==> config.mk <==
export PLATFORM = sky130hd
export DESIGN_NAME = rmsu_ffs
export DESIGN_NICKNAME = d
export VERILOG_FILES = /design/src/rmsu_pkg.sv /design/src/rmsu_ffs.sv
export SDC_FILE = /design/constraint.sdc
export NUM_CORES = 1
export LEC_CHECK = 0
export ABC_AREA = 1
export BUFFER_PORTS_ARGS = -buffer_cell sky130_fd_sc_hd__buf_2
export CORE_ASPECT_RATIO = 0.8
export CORE_UTILIZATION = 28
export DETAILED_ROUTE_END_ITERATION = 8
export GPL_TIMING_DRIVEN = 0
export SYNTH_ARGS = -nofsm -noshare
export SYNTH_HDL_FRONTEND = slang
export SYNTH_SLANG_ARGS = --single-unit
==> constraint.sdc <==
create_clock -name vclk -period 1.7
set_clock_uncertainty 0.15 [all_clocks]
set_input_delay 0.085 -clock vclk [all_inputs]
set_output_delay 0.085 -clock vclk [all_outputs]
set_load 0.01 [all_outputs]
==> src/rmsu_pkg.sv <==
// ----------------------------------------------------------------------------
// rmsu_pkg
// Shared types and constants for the road merge and stub union block.
// ----------------------------------------------------------------------------
package rmsu_pkg;

  // Field widths fixed by the stream format
  localparam int unsigned OP_W      = 3;
  localparam int unsigned INDEX_W   = 16;
  localparam int unsigned REF_W     = 12;
  localparam int unsigned INVPT_W   = 16;
  localparam int unsigned FREQ_W    = 24;
  localparam int unsigned TOWER_W   = 6;
  localparam int unsigned LAYER_W   = 3;
  localparam int unsigned NSTUBS_W  = 5;

  // Packed stream widths
  localparam int unsigned IN_TDATA_W  = 96;
  localparam int unsigned IN_TUSER_W  = 3;
  localparam int unsigned OUT_TDATA_W = 80;
  localparam int unsigned OUT_TUSER_W = 2;

  // Occupancy bitmap word
  localparam int unsigned OCC_W  = 32;
  localparam int unsigned OCC_BW = 5;

  // Request kinds
  typedef enum logic [OP_W-1:0] {
    OP_LOAD_MAP  = 3'd0,
    OP_LOAD_ATTR = 3'd1,
    OP_HEADER    = 3'd2,
    OP_STUB      = 3'd3,
    OP_DRAIN     = 3'd4,
    OP_CLEAR     = 3'd5
  } op_e;

  // Sequencer states
  typedef enum logic [3:0] {
    S_INIT,
    S_IDLE,
    S_HDR_MAP,
    S_HDR_OCC,
    S_HDR_CLR,
    S_STUB,
    S_SCAN,
    S_FETCH,
    S_SUM,
    S_EMIT,
    S_EMPTY,
    S_NONE
  } state_e;

endpackage

==> src/rmsu_ffs.sv <==
// ----------------------------------------------------------------------------
// rmsu_ffs
// Find first set: lowest set bit of an occupancy word.
// ----------------------------------------------------------------------------
module rmsu_ffs (
  input  logic [rmsu_pkg::OCC_W-1:0]  word_i,
  output logic                        found_o,
  output logic [rmsu_pkg::OCC_BW-1:0] idx_o
);
  import rmsu_pkg::*;

  // Priority encoder, lowest bit wins
  always_comb begin
    idx_o = '0;
    for (int i = OCC_W - 1; i >= 0; i--) begin
      if (word_i[i]) begin
        idx_o = OCC_BW'(i);
      end
    end
  end

  assign found_o = |word_i;

endmodule

==> impl_metrics.yaml, run 1 <==
power:
  switchingPower_uw: 63.9
  swShare: 0.492
  p_clk_frac: 0
  p_leak_nw: 0.475
  seqPwrFrac: 0
  power.total_uw: 130
  max-vdd-ir-drop_mv: 0.0819
  p_int_uw: 66.1
  powerDensity_nw_per_um2: 183
  pwr-share-comb: 1.000
timing:
  final.period_utilization: 1.19
  worst_slack_ps: -327
  fin_tns_setup_ps: -327
  setup_viol: 1
  clock.fmax_mhz: 493
  final-hold-violation-count: 0
  fin_crit_ps: 2030
  worstMarginPinSlew_ps: 345
  rsz0062_at_grt: "yes"
  slew_viol_final: 0
  timing.hold.ws_ps: 283
  max_slew_margin: 0.768
yosys:
  synthCells: 107
  yosys.area_share.simple: 0.532
  synthTopCellsByArea: "nand2_1 (34%), inv_1 (22%), nor2_1 (12%), bufinv_8 (7.4%), inv_2 (3.2%)"
  synth_compound_area_frac: 0.146
  netlist.area_leader.share: 0.343
  synth_top_family_by_area: "simple AND/OR/NAND/NOR gates"
  synth_mux_area_frac: 0
  syn_nets: 139
  synth_area_leader_cell: "nand2_1"
  synth_xor_area_frac: 0
  ys_warn_count: 0
  avgSynthCellArea_um2: 4.40
  synthAdderAreaFrac: 0
  syn_area_um2: 470
  ys_types: 17
  synth.yosys.seq_area_share: 0
setup_path:
  crit_slowest_cell: "buf_2"
  cp_max_fo: 2
  crit_family: "simple AND/OR/NAND/NOR gates"
  crit_top_cell: "nand2_1"
  worstPathArrival_ps: 1790
  critPathBufInv: 3
  cpPeakStageDelay_ps: 130
  worst_setup_path_start_kind: "input port"
  cp_data_required_time_ps: 1460
  endpoint_kind: "primary output"
  crit_type: "input port to primary output"
floorplan:
  die_h_um: 38.7
  initial_core_util: 0.320
  io_pins: 38
  dieArea_um2: 1850
  rows: 12
  die_width_um: 47.8
  core_um2: 1470
grt:
  grt_overflow: 0
  grt_pass1_wl_um: 1590
  antenna_found_initial: 0
  grt_pass1_vias: 450
  grt_usage: 0.112
  grt_start_max_net_pins: 4
outcome:
  status: "finished, violations left"
  violations: "negative setup slack"
drt:
  dr.pass1.iters: 4
  drt-initial-drc-count: 13
  dr_total_vias: 665
  route.detailed.drc: 0
  drt_wl_total_um: 1160
  wire_per_inst_um: 7.01
  ant_nets: 0
  via_per_inst: 4.01
layout:
  drive_above_1_share: 0.338
  final_area_um2: 712
  regArea_um2: 0
  fillCellCount: 182
  layout_commonest_cell: "nand2_1"
  nNetsFinal: 179
  nFlopsAndLatches: 0
  area_growth_syn_to_layout_pct: 51.3
  antenna_cells: 0
  layout_common_cells: "nand2_1 (42), buf_2 (36), inv_1 (26)"
  nClkBuffers: 0
clocking:
  cts_setup_buffers: 0
flow_run:
  drv_cap: 0
place:
  place_area_um2: 687
  gp_congestion: 0.694
  dp_hpwl_um: 1020
  portBuffers: 38
worst_hold_path:
  hold_path.class: "input port to primary output"
  hp-start: "word_i[0]"
  hold_end: "idx_o[0]"
  min_path_cells: 3
## worst min-delay path, stage by stage
cell and delay [ps]:
buf_2 110, a21oi_2 30, buf_2 130
## repair_timing
item	CTS	global route
resized for setup	2	4
endpoints found under the setup margin	2	2
hold buffers	0	0
pin swaps	6	3
## kinds of logic (layout without fill, tap and decap cells)
group                  count (synthesis)  in the layout
AOI/OAI and AO/OA                     10             10
and+or+nand+nor                       64             64
buffers and inverters                 33             71
## power by group through the flow
stage	registers, mW	logic [mW]	clock network [mW]
detailed placement	0	0.123	0
finish	0	0.130	0
global placement	0	0.121	0
global route	0	0.147	0
CTS	0	0.127	0
floorplan	0	0.0661	0
## synthesized netlist by cell type, drive strengths merged (2+ instances only)
master,n
nand2,43
a21oi,3
nor2,15
nor4,2
nor3,2
nand3,2
bufinv,2
inv,31
## metrics by stage
stage,setup slack [ps],instances,utilization
after floorplan,-25.4,107,-
after global placement,-363,166,0.467
after detailed placement,-381,166,0.467
after CTS,-371,166,0.475
after global routing,-631,166,0.484
final,-327,166,0.484
## layer usage
metal  track usage  vias to the layer above  routed length (µm)
li1              -                      391                   -
met1         0.170                      256                 642
met2         0.169                       18                 462
met3       0.00467                        0                  57
met4        0.0208                        0                   0
met5             0                        -                   0
## cell type report
type                       instances  area, µm²  share of cell area
timing repair buffer              38        203               0.285
tap                               21       26.3              0.0369
multi-input combinational         74        332               0.466
inverter                          33        151               0.213
## worst max path at each step
stage	startpoint	end	depth (start not counted)
3_5_place_dp	word_i[30]	idx_o[0]	33
2_1_floorplan	word_i[30]	idx_o[0]	31
6_report	word_i[30]	idx_o[0]	33
3_3_place_gp	word_i[30]	idx_o[0]	33
5_1_grt	word_i[30]	idx_o[0]	33
4_1_cts	word_i[30]	idx_o[0]	33
(Power assumes the default switching activity.)
==> run 2, diff against run 1 <==
Settings changed: CAP_MARGIN from default to 10, CORE_MARGIN from default to 4.
==> run 2 against run 1 <==
The run still ends with negative setup slack left. Largest cell class unchanged. Utilization increased by 1.9 points. Critical path depth unchanged. Worst setup slack got worse by 17 ps. Non-clock buffer count increased by 3. Routed wire length increased by 17%. Via count increased by 3.5%.
==> impl_metrics.yaml, run 2 (synthesis gave the netlist of run 1 again) <==
timing:
  setup_viol: 2
  slew_viol_final: 0
  fin_crit_ps: 2040
  final-hold-violation-count: 0
  timing.hold.ws_ps: 291
  final.period_utilization: 1.20
  clock.fmax_mhz: 489
  rsz0062_at_grt: "yes"
  fin_tns_setup_ps: -409
  worst_slack_ps: -344
  worstMarginPinSlew_ps: 308
  max_slew_margin: 0.793
worst_hold_path:
  hp-start: "word_i[0]"
  hold_end: "idx_o[0]"
  hold_path.class: "input port to primary output"
  min_path_cells: 3
setup_path:
  worst_setup_path_start_kind: "input port"
  cpPeakStageDelay_ps: 130
  crit_family: "simple AND/OR/NAND/NOR gates"
  cp_max_fo: 2
  critPathBufInv: 3
  endpoint_kind: "primary output"
  crit_top_cell: "nand2_1"
  crit_slowest_cell: "buf_2"
  worstPathArrival_ps: 1810
  crit_type: "input port to primary output"
  cp_data_required_time_ps: 1460
power:
  max-vdd-ir-drop_mv: 0.0746
  swShare: 0.484
  switchingPower_uw: 66.5
  p_clk_frac: 0
  p_leak_nw: 0.489
  powerDensity_nw_per_um2: 184
  seqPwrFrac: 0
  pwr-share-comb: 1.000
  p_int_uw: 70.8
layout:
  nFlopsAndLatches: 0
  layout_commonest_cell: "nand2_1"
  nNetsFinal: 182
  layoutNonFillerInstCount: 169
  regArea_um2: 0
  antenna_cells: 0
  drive_above_1_share: 0.372
  final_util: 0.503
  area_growth_syn_to_layout_pct: 58.8
  fillCellCount: 163
  final_area_um2: 747
  nClkBuffers: 0
  layout_common_cells: "nand2_1 (41), buf_2 (36), inv_1 (26)"
floorplan:
  rows: 12
  die_width_um: 53.8
  die_h_um: 44.7
  io_pins: 38
  core_um2: 1490
  initial_core_util: 0.316
  dieArea_um2: 2400
grt:
  antenna_found_initial: 0
  grt_overflow: 0
  grt_pass1_wl_um: 2130
  grt_start_max_net_pins: 4
  grt_pass1_vias: 587
  grt_usage: 0.110
outcome:
  status: "finished, violations left"
  violations: "negative setup slack"
drt:
  ant_nets: 0
  drt_wl_total_um: 1360
  dr.pass1.iters: 4
  wire_per_inst_um: 8.02
  dr_total_vias: 688
  route.detailed.drc: 0
  drt-initial-drc-count: 13
  via_per_inst: 4.07
clocking:
  cts_hold_buf: 0
place:
  portBuffers: 38
  dp_hpwl_um: 1140
  gp_congestion: 0.680
  placedCellCount: 166
  place_area_um2: 687
flow_run:
  drv_cap: 0
[run 2: cell types whose count changed in the layout (fill, tap and decap cells not counted)]
cell     change
buf_4        +3
nand2_2      +1
nand2_1      -1
nor3_1       -2
nor3_2       +2
[run 2: per-layer routing]
layer	GRT usage	part of all wire	vias up
met5	0	0	-
met4	0	0	0
met3	0	0.066	0
met2	0.220	0.50	19
met1	0.137	0.43	273
li1	-	-	396
[run 2: layout make-up]
cell class | instances | area (µm²) | share of cell area
well taps | 21 | 26.3 | 0.0352
inverters | 33 | 151 | 0.203
repair buffers | 41 | 225 | 0.302
multi-input cells | 74 | 344 | 0.461
[run 2: timing repair]
action                                  4_1_cts  5_1_grt
buffers inserted                              3        0
endpoints found under the setup margin        2        5
pin swaps                                     6        1
resized for setup                             3        6
[run 2: per-stage QoR]
stage,power [mW],setup slack (ps)
after floorplan,0.0661,-25.4
after CTS,0.133,-353
final,0.137,-344
after global placement,0.121,-342
after detailed placement,0.123,-355
after global routing,0.157,-633
[run 2: how the worst max path moves through the flow]
stage	startpoint	endpoint	depth (start not counted)
3_5_place_dp	word_i[30]	idx_o[0]	33
5_1_grt	word_i[30]	idx_o[0]	33
6_report	word_i[30]	idx_o[0]	33
3_3_place_gp	word_i[30]	idx_o[0]	33
2_1_floorplan	word_i[30]	idx_o[0]	31
4_1_cts	word_i[30]	idx_o[0]	33
[run 2: power by group through the flow]
stage	combinational, mW	clock [mW]	sequential, mW
2_1_floorplan	0.0661	0	0
3_3_place_gp	0.121	0	0
3_5_place_dp	0.123	0	0
4_1_cts	0.133	0	0
5_1_grt	0.157	0	0
6_report	0.137	0	0
