--- src/rmsu_ram.sv ---
// ----------------------------------------------------------------------------
// rmsu_ram
// Generic single-write, single-read RAM with registered read data.
// ----------------------------------------------------------------------------
module rmsu_ram #(
  parameter int unsigned WIDTH = 8,
  parameter int unsigned DEPTH = 16
) (
  input  logic                                   clk_i,
  input  logic                                   we_i,
  input  logic [((DEPTH > 1) ? $clog2(DEPTH) : 1)-1:0] waddr_i,
  input  logic [WIDTH-1:0]                       wdata_i,
  input  logic                                   re_i,
  input  logic [((DEPTH > 1) ? $clog2(DEPTH) : 1)-1:0] raddr_i,
  output logic [WIDTH-1:0]                       rdata_o
);

  logic [WIDTH-1:0] mem [DEPTH];
  logic [WIDTH-1:0] rdata_q;

  // Write port and registered read port
  always_ff @(posedge clk_i) begin
    if (we_i) begin
      mem[waddr_i] <= wdata_i;
    end
    if (re_i) begin
      rdata_q <= mem[raddr_i];
    end
  end

  assign rdata_o = rdata_q;

endmodule

--- config.mk ---
export PLATFORM = sky130hd
export DESIGN_NAME = rmsu_ram
export DESIGN_NICKNAME = d
export VERILOG_FILES = /design/src/rmsu_ram.sv
export SDC_FILE = /design/constraint.sdc
export NUM_CORES = 1
export LEC_CHECK = 0
export ABC_CLOCK_PERIOD_IN_PS = 1600
export BUFFER_PORTS_ARGS = -buffer_cell sky130_fd_sc_hd__buf_2
export CAP_MARGIN = 10
export CORE_MARGIN = 2
export CORE_UTILIZATION = 26
export DETAILED_ROUTE_END_ITERATION = 16
export PLACE_DENSITY = 0.45
export RECOVER_POWER = 50
export REMOVE_ABC_BUFFERS = 1
export SYNTH_ARGS = -nofsm -noshare
export SYNTH_HDL_FRONTEND = slang
export SYNTH_SLANG_ARGS = --single-unit
--- constraint.sdc ---
create_clock -name clk_i -period 1.6 [get_ports clk_i]
set_input_delay 0.08 -clock clk_i [delete_from_list [all_inputs] [get_ports clk_i]]
set_output_delay 0.08 -clock clk_i [all_outputs]
set_load 0.005 [all_outputs]
==> flow_summary.ini, run 1 <==
[status]
status = completed

[clock_network]
ctsResizeCount = 0
cts_buffers = 17
clockRootBuffer = clkbuf_16
postCtsSetupBuffers = 0
cts_hold_buf = 0
cts.path.max_buffers = 2
cts_tree = built
htree_num_levels = 4
worstSkewPairLatency_ps = 410
path_clk_slew_ps = 50
cts.sinks = 136

[die]
coreArea_um2 = 19590
dieArea_um2 = 21260
ios = 27
chipWidth_um = 145.8
die_h_um = 145.8
start_util = 0.2668
fp-row-count = 51

[job]
maxCapViolations = 0

[timing]
finalSetupViolCount = 0
fmax_ghz = 0.6694
hold_viol = 0
slew_headroom = 0.4711
rsz0062_at_grt = false
maxSlewViolCount = 0
timing.final.crit_share = 0.9337
worst_slew_pin_slew_ps = 791.7
period_minus_slack_ps = 1494
finalClockSkew_ps = 5.255
hold_ws_ps = 152.0

[logic_synthesis]
synth_compound_area_frac = 0.02298
synthFlopType = edfxtp_1
synth.area.top_cells = edfxtp_1 78%, mux4_2 7.8%, mux4_1 7.0%
synth-edff-count = 136
synthSimpleGateAreaFrac = 0.03135
synth_cell_types = 18
synth_warnings = 0
synth_adder_area_share = 0
async_reset_ff_frac = 0
ys_seq_area_frac = 0.7812
synth_cells = 229
synth_top_family_by_area = multiplexers
muxShareOfSynthArea = 0.1479
synth_common_cells = 136 x edfxtp_1, 18 x mux4_2, 16 x a22oi_1, 14 x mux4_1, 13 x nor2_1
avgSynthCellArea_um2 = 22.83
ys_seq_elements = 136
synthMostInstantiatedCell = edfxtp_1
syn_area_um2 = 5228
yosys.area_share.xor_xnor = 0
synth_largest_area_cell = edfxtp_1
yosysTopAreaCellShare = 0.7812

[place]
dp_hpwl_mm = 7.086
routabilityCongestion = 0.6863
placed_area_um2 = 5806
port_buffers = 26

[worst_setup_path]
cp.required_ps = 1740
worstSetupEndpointType = register
crit_arrival_ps = 1640
cp-start-kind = register
critical_path_class = reg -> reg
path_max_fanout = 1

[final_layout]
finish.net_count = 305
final_area_um2 = 6271
area_growth_pct = 19.96
diodes = 0
drive_gt1_frac = 0.2550

[min_path]
hp-class = in -> reg

[pwr]
p_per_area_nw_per_um2 = 1213
peakVddDrop_v = 0.0006697
power_mw = 7.609
leakagePower_nw = 2.043

[drt]
drc = 0
ant_nets = 0
vias_per_cell = 4.313
avgRoutedWirePerCell_um = 19.04
first_pass_iters = 6
num_vias = 2428
drtIter0Drc = 159
totalWireLength_mm = 10.72

[global_routing]
antenna_found_initial = 0
grtUsageTotal = 0.1078
grt_pass1_wl_mm = 16.27
grt_max_degree = 33
grt_pass1_vias = 2570
grt_overflow = 0
final cells by class:
class / instances / area (um2)
Sequential cell: 136 / 4084
Clock buffer: 24 / 451.7
Timing Repair Buffer: 48 / 316.6
Multi-Input combinational cell: 83 / 1057
Fill cell: 1885 / 13320
Clock inverter: 7 / 30.03
Tap cell: 265 / 331.6
routing by layer:
layer  vias up  GRT usage  part of all wire  wire [um]
li1       1092          -                 -          -
met1      1287     0.1442              0.48       5182
met2        44     0.1618              0.47       5024
met3         5    0.03950             0.042        445
met4         0    0.03824            0.0062         66
met5         -          0                 0          0
power by group:
part,internal (mW),switching (mW)
combinational,0.160,0.213
clock,1.93,1.26
sequential,4.02,0.0232
metrics by stage:
step | util | setup TNS, ps | setup WS, ps | cells
after CTS | 0.3209 | 0 | 82.11 | 563
after global routing | 0.3201 | 0 | 23.27 | 563
after detailed placement | 0.2964 | -333.3 | -118.1 | 532
after floorplan | - | 0 | 27.13 | 219
after global placement | 0.2964 | -279.2 | -119.0 | 532
final | 0.3201 | 0 | 106.0 | 563
cells by family after synthesis:
family                 count (synthesis)
AOI/OAI and AO/OA                     16
buffers and inverters                 10
DFF                                  136
muxes                                 32
and+or+nand+nor                       35
final timing paths:
kind                             start              endpoint  slack (ps)  cells past startpoint
setup / recovery  mem[11][7]$_DFFE_PP_  rdata_o[7]$_DFFE_PP_         110                      3
hold / removal                    re_i  rdata_o[5]$_DFFE_PP_         150                      1
setup reg to reg  mem[11][7]$_DFFE_PP_  rdata_o[7]$_DFFE_PP_         110                      3
hold reg to reg    mem[4][1]$_DFFE_PP_  rdata_o[1]$_DFFE_PP_         740                      3
placed cells by master, fill, tap and decap left out:
cell	n
a22oi_1	16
nand2_1	9
clkinv_2	3
nand2b_1	2
and2_1	1
edfxtp_1	136
mux4_1	14
nand3_1	1
mux4_2	18
nor2_1	13
clkinv_1	4
or3b_2	1
buf_4	18
nand3b_1	2
nor3_1	4
buf_12	3
and2b_1	1
clkbuf_16	17
buf_2	16
clkbuf_1	18
nor2b_1	1
flip-flops by register name, indices dropped and copies added (netlist names):
register / flops
rdata_o: 8
mem: 128
critical path: stages, from the launching register on:
cell and delay, ps:
edfxtp_1 360, mux4_2 490, a22oi_1 300, nand2_1 90
(Power assumes the default switching activity.)
==> run 2: changes to the inputs <==
--- a/config.mk
+++ b/config.mk
@@ -11,6 +11,8 @@
 export CORE_MARGIN = 2
 export CORE_UTILIZATION = 26
 export DETAILED_ROUTE_END_ITERATION = 16
+export GPL_ROUTABILITY_DRIVEN = 0
+export MAX_ROUTING_LAYER = met4
 export PLACE_DENSITY = 0.45
 export RECOVER_POWER = 50
 export REMOVE_ABC_BUFFERS = 1
==> flow_summary.ini, run 2 (synthesis results as in run 1) <==
[min_path]
min-delay-start = re_i
min_path_cells = 1
hp-class = in -> reg
min_to = rdata_o[5]$_DFFE_PP_

[timing]
hold_viol = 0
setup_slack_ps = 102.0
finalClockSkew_ps = 3.491
slew_headroom = 0.4917
worst_slew_pin_slew_ps = 760.9
maxSlewViolCount = 0
hold_ws_ps = 160.9
period_minus_slack_ps = 1498
timing.final.crit_share = 0.9362
finalSetupViolCount = 0
fmax_ghz = 0.6676
rsz0062_at_grt = false

[drt]
num_vias = 2427
totalWireLength_mm = 10.74
drtIter0Drc = 173
first_pass_iters = 4
drc = 0
vias_per_cell = 4.311
avgRoutedWirePerCell_um = 19.08
ant_nets = 0

[pwr]
leakagePower_nw = 2.043
p_per_area_nw_per_um2 = 1213
peakVddDrop_v = 0.0006687
power_mw = 7.606

[worst_setup_path]
critical_path_class = reg -> reg
r2r_slack_ps = 100
slowest_delay_ps = 490
crit_arrival_ps = 1640
crit_chain = mux4_2 -> a22oi_1 -> nand2_1
timing.critical_path.max_delay_family = multiplexers
rr_startpoint = mem[11][7]$_DFFE_PP_
path_buf_inv = 0
slowest_stage = mux4_2
cp-start-kind = register
worstSetupEndpointType = register
cp.required_ps = 1740
path_max_fanout = 1
r2r-end = rdata_o[7]$_DFFE_PP_
reg2regPathDepth = 3

[global_routing]
use_met1 = 0.1454
grt_max_degree = 33
grt_use_met3 = 0.03856
grt_pass1_wl_mm = 16.24
grt_pass1_vias = 2567
grtUsageTotal = 0.1109
antenna_found_initial = 0
grt_overflow = 0
met2_usage = 0.1604
busiest_layer = met2

[place]
dp_hpwl_mm = 7.086
placed_area_um2 = 5806
port_buffers = 26
place_ws_ps = -118.1

[clock_network]
htree_num_levels = 4
ctsResizeCount = 0
cts_tree = built
cts.sinks = 136
path_clk_slew_ps = 50
worstSkewPairLatency_ps = 410
cts_hold_buf = 0
cts_buffers = 17
postCtsSetupBuffers = 0
clockRootBuffer = clkbuf_16
cts.path.max_buffers = 2

[job]
maxCapViolations = 0

[final_layout]
largest_reg_flops = 128
finish.net_count = 305
largest_register = mem
final_cell_mix = 136 x edfxtp_1, 18 x mux4_2, 18 x clkbuf_1, 18 x buf_4, 17 x clkbuf_16
final_area_um2 = 6271
area_growth_pct = 19.96
final_common_cell = edfxtp_1
diodes = 0
drive_gt1_frac = 0.2550

[die]
ios = 27
chipWidth_um = 145.8
start_util = 0.2668
fp-row-count = 51
coreArea_um2 = 19590
die_h_um = 145.8
dieArea_um2 = 21260

[status]
status = completed
==> run 2: cell counts in the layout (fill, tap and decap cells not counted) <==
No cell type changed its count.
==> run 2: metal layers <==
metal,part of all wire,wire length [um]
met1,0.49,5244
met2,0.46,4963
met3,0.042,449
met4,0.0079,85
met5,0,0
==> run 2: per-stage QoR <==
| stage | std cells | util | TNS (ps) |
|---|---|---|---|
| floorplan | 219 | - | 0 |
| global placement | 532 | 0.2964 | -279.2 |
| detailed placement | 532 | 0.2964 | -333.3 |
| CTS | 563 | 0.3209 | 0 |
| global route | 563 | 0.3201 | 0 |
| finish | 563 | 0.3201 | 0 |
==> run 2: worst max path at each step <==
stage | startpoint | endpoint | slack, ps | depth (start not counted)
2_1_floorplan | waddr_i[2] | mem[0][0]$_DFFE_PP_ | 30 | 2
3_3_place_gp | raddr_i[0] | rdata_o[3]$_DFFE_PP_ | -120 | 5
3_5_place_dp | raddr_i[0] | rdata_o[3]$_DFFE_PP_ | -120 | 5
4_1_cts | mem[11][7]$_DFFE_PP_ | rdata_o[7]$_DFFE_PP_ | 80 | 3
5_1_grt | mem[11][7]$_DFFE_PP_ | rdata_o[7]$_DFFE_PP_ | 20 | 3
6_report | mem[11][7]$_DFFE_PP_ | rdata_o[7]$_DFFE_PP_ | 100 | 3
==> run 2: report_power, final <==
part / switching (mW) / leakage, nW / internal (mW)
Combinational: 0.213 / 0.571 / 0.160
Clock: 1.25 / 0.236 / 1.93
Sequential: 0.0230 / 1.24 / 4.02
Total: 1.49 / 2.04 / 6.12
==> run 2: area by class of cell <==
class / instances / area (um2)
clock buffers: 24 / 451.7
clock inverters: 7 / 30.03
fillers: 1885 / 13320
multi-input cells: 83 / 1057
flip-flops and latches: 136 / 4084
well taps: 265 / 331.6
repair buffers: 48 / 316.6
==> run 3: changes to the inputs <==
--- a/config.mk
+++ b/config.mk
@@ -5,6 +5,7 @@
 export SDC_FILE = /design/constraint.sdc
 export NUM_CORES = 1
 export LEC_CHECK = 0
+export ABC_AREA = 1
 export ABC_CLOCK_PERIOD_IN_PS = 1600
 export BUFFER_PORTS_ARGS = -buffer_cell sky130_fd_sc_hd__buf_2
 export CAP_MARGIN = 10
==> flow_summary.ini, run 3 <==
[clock_network]
path_clk_slew_ps = 60
postCtsSetupBuffers = 0
clockRootBuffer = clkbuf_16
ctsResizeCount = 0
cts.path.max_buffers = 2
worstSkewPairLatency_ps = 410
htree_num_levels = 4
cts_tree = built
cts.sinks = 136
cts_hold_buf = 0
cts_buffers = 17

[worst_setup_path]
crit_arrival_ps = 1360
r2r_slack_ps = 410
path_max_fanout = 1
r2r-end = rdata_o[5]$_DFFE_PP_
slowest_delay_ps = 370
crit_chain = inv_1 -> nand2_1 -> nand3_1 -> nand3_1 -> nand3_1 -> nand2_1
reg2regPathDepth = 6
cp-start-kind = register
worst_path_most_repeated_cell = nand3_1
worstSetupEndpointType = register
slowest_stage = edfxtp_1
critical_path_class = reg -> reg
rr_startpoint = mem[7][5]$_DFFE_PP_
cp.required_ps = 1770

[final_layout]
final_cell_mix = 173 x nand2_1, 136 x edfxtp_1, 100 x inv_1
drive_gt1_frac = 0.1124
largest_reg_flops = 128
diodes = 0
area_growth_pct = 18.21
finish.net_count = 612
final_common_cell = nand2_1
fillers = 2226
largest_register = mem
utilization = 0.3148

[timing]
finalClockSkew_ps = 6.188
hold_viol = 0
timing.final.crit_share = 0.7452
fmax_ghz = 0.8387
period_minus_slack_ps = 1192
rsz0062_at_grt = false
hold_ws_ps = 129.3
fin_setup_tns_ps = 0
worst_slew_pin_slew_ps = 1010
finalSetupViolCount = 0
setup_slack_ps = 407.7
maxSlewViolCount = 0
slew_headroom = 0.3267

[place]
place_ws_ps = 196.7
dp_hpwl_mm = 9.061
port_buffers = 26

[global_routing]
antenna_found_initial = 0
grt_overflow = 0
grt_max_degree = 65
grt_pass1_wl_mm = 22.13
grtUsageTotal = 0.1314
grt_pass1_vias = 3739

[die]
ios = 27
coreArea_um2 = 21960
fp-row-count = 54
chipWidth_um = 154.0
start_util = 0.2663
dieArea_um2 = 23700
die_h_um = 154.0

[drt]
num_vias = 3769
vias_per_cell = 4.259
drtIter0Drc = 262
first_pass_iters = 4
totalWireLength_mm = 14.42
avgRoutedWirePerCell_um = 16.30
drc = 0
ant_nets = 0

[pwr]
peakVddDrop_v = 0.0005911
p_per_area_nw_per_um2 = 1214
power_mw = 8.393
leakagePower_nw = 2.899

[logic_synthesis]
syn_area_um2 = 5847
ys_seq_area_frac = 0.6985
synth-edff-count = 136
synth_warnings = 0
synth.area.top_cells = edfxtp_1 70%, nand2_1 11%, nand3_1 8.3%
synthFlopType = edfxtp_1
avgSynthCellArea_um2 = 10.61
synth_common_cells = 173 x nand2_1, 136 x edfxtp_1, 100 x inv_1, 97 x nand3_1, 17 x nor2_1
synthMostInstantiatedCell = nand2_1
async_reset_ff_frac = 0
yosysTopAreaCellShare = 0.6985
synth_cells = 551
synth_largest_area_cell = edfxtp_1
ys_seq_elements = 136
synth_cell_types = 11

[min_path]
hp-class = in -> reg
min_path_cells = 3
min-delay-start = raddr_i[3]
min_to = rdata_o[3]$_DFFE_PP_

[job]
maxCapViolations = 0

[status]
status = completed
==> run 3: critical path: cells and delay by family (launching register included) <==
| family | cells | cell delay [ps] |
|---|---|---|
| flip-flops | 1 | 370 |
| AND/OR/NAND/NOR | 5 | 500 |
| buffers and inverters | 1 | 70 |
==> run 3: metrics by stage <==
stage,std cells,instance area (um2)
6_report,885,6912
5_1_grt,885,6912
4_1_cts,885,6928
3_5_place_dp,854,6344
3_3_place_gp,854,6344
2_1_floorplan,527,5680
==> run 3: worst max path at each step <==
| stage | cells after the start | to | startpoint | slack (ps) |
|---|---|---|---|---|
| after CTS | 6 | rdata_o[5]$_DFFE_PP_ | mem[7][5]$_DFFE_PP_ | 410 |
| after detailed placement | 6 | rdata_o[4]$_DFFE_PP_ | raddr_i[1] | 200 |
| after global routing | 6 | rdata_o[5]$_DFFE_PP_ | mem[14][5]$_DFFE_PP_ | 330 |
| after global placement | 6 | rdata_o[4]$_DFFE_PP_ | raddr_i[1] | 180 |
| final | 6 | rdata_o[5]$_DFFE_PP_ | mem[7][5]$_DFFE_PP_ | 410 |
| after floorplan | 6 | rdata_o[2]$_DFFE_PP_ | raddr_i[0] | 400 |
==> run 3: area by class of cell <==
cell class              instances  area [um2]  area share
clock buffers                  17       425.4     0.06155
clock inverters                14       158.9     0.02299
inverters                     102       382.9     0.05539
multi-input cells             289        1214      0.1756
flip-flops and latches        136        4084      0.5909
well taps                     280       350.3     0.05069
repair buffers                 47       296.5     0.04290
==> run 3: kinds of logic (layout without fill, tap and decap cells) <==
kind of cell	Yosys count	after routing	share of synthesized area
buffers and inverters	126	180	0.09394
flip-flops	136	136	0.6985
AND/OR/NAND/NOR	289	289	0.2076
==> run 3: where the power goes <==
group	switching, mW	total [mW]	internal, mW
sequential	0.0229	4.04	4.02
combinational	0.352	0.489	0.137
clock	1.44	3.86	2.42
total	1.82	8.39	6.57
==> run 3: routing by layer <==
layer | global-route usage | vias up | routed length [um]
met1 | 0.1771 | 1807 | 6992
met2 | 0.1928 | 84 | 6586
met3 | 0.03495 | 13 | 660
met4 | 0.04228 | 0 | 184
li1 | - | 1865 | -
met5 | - | - | 0
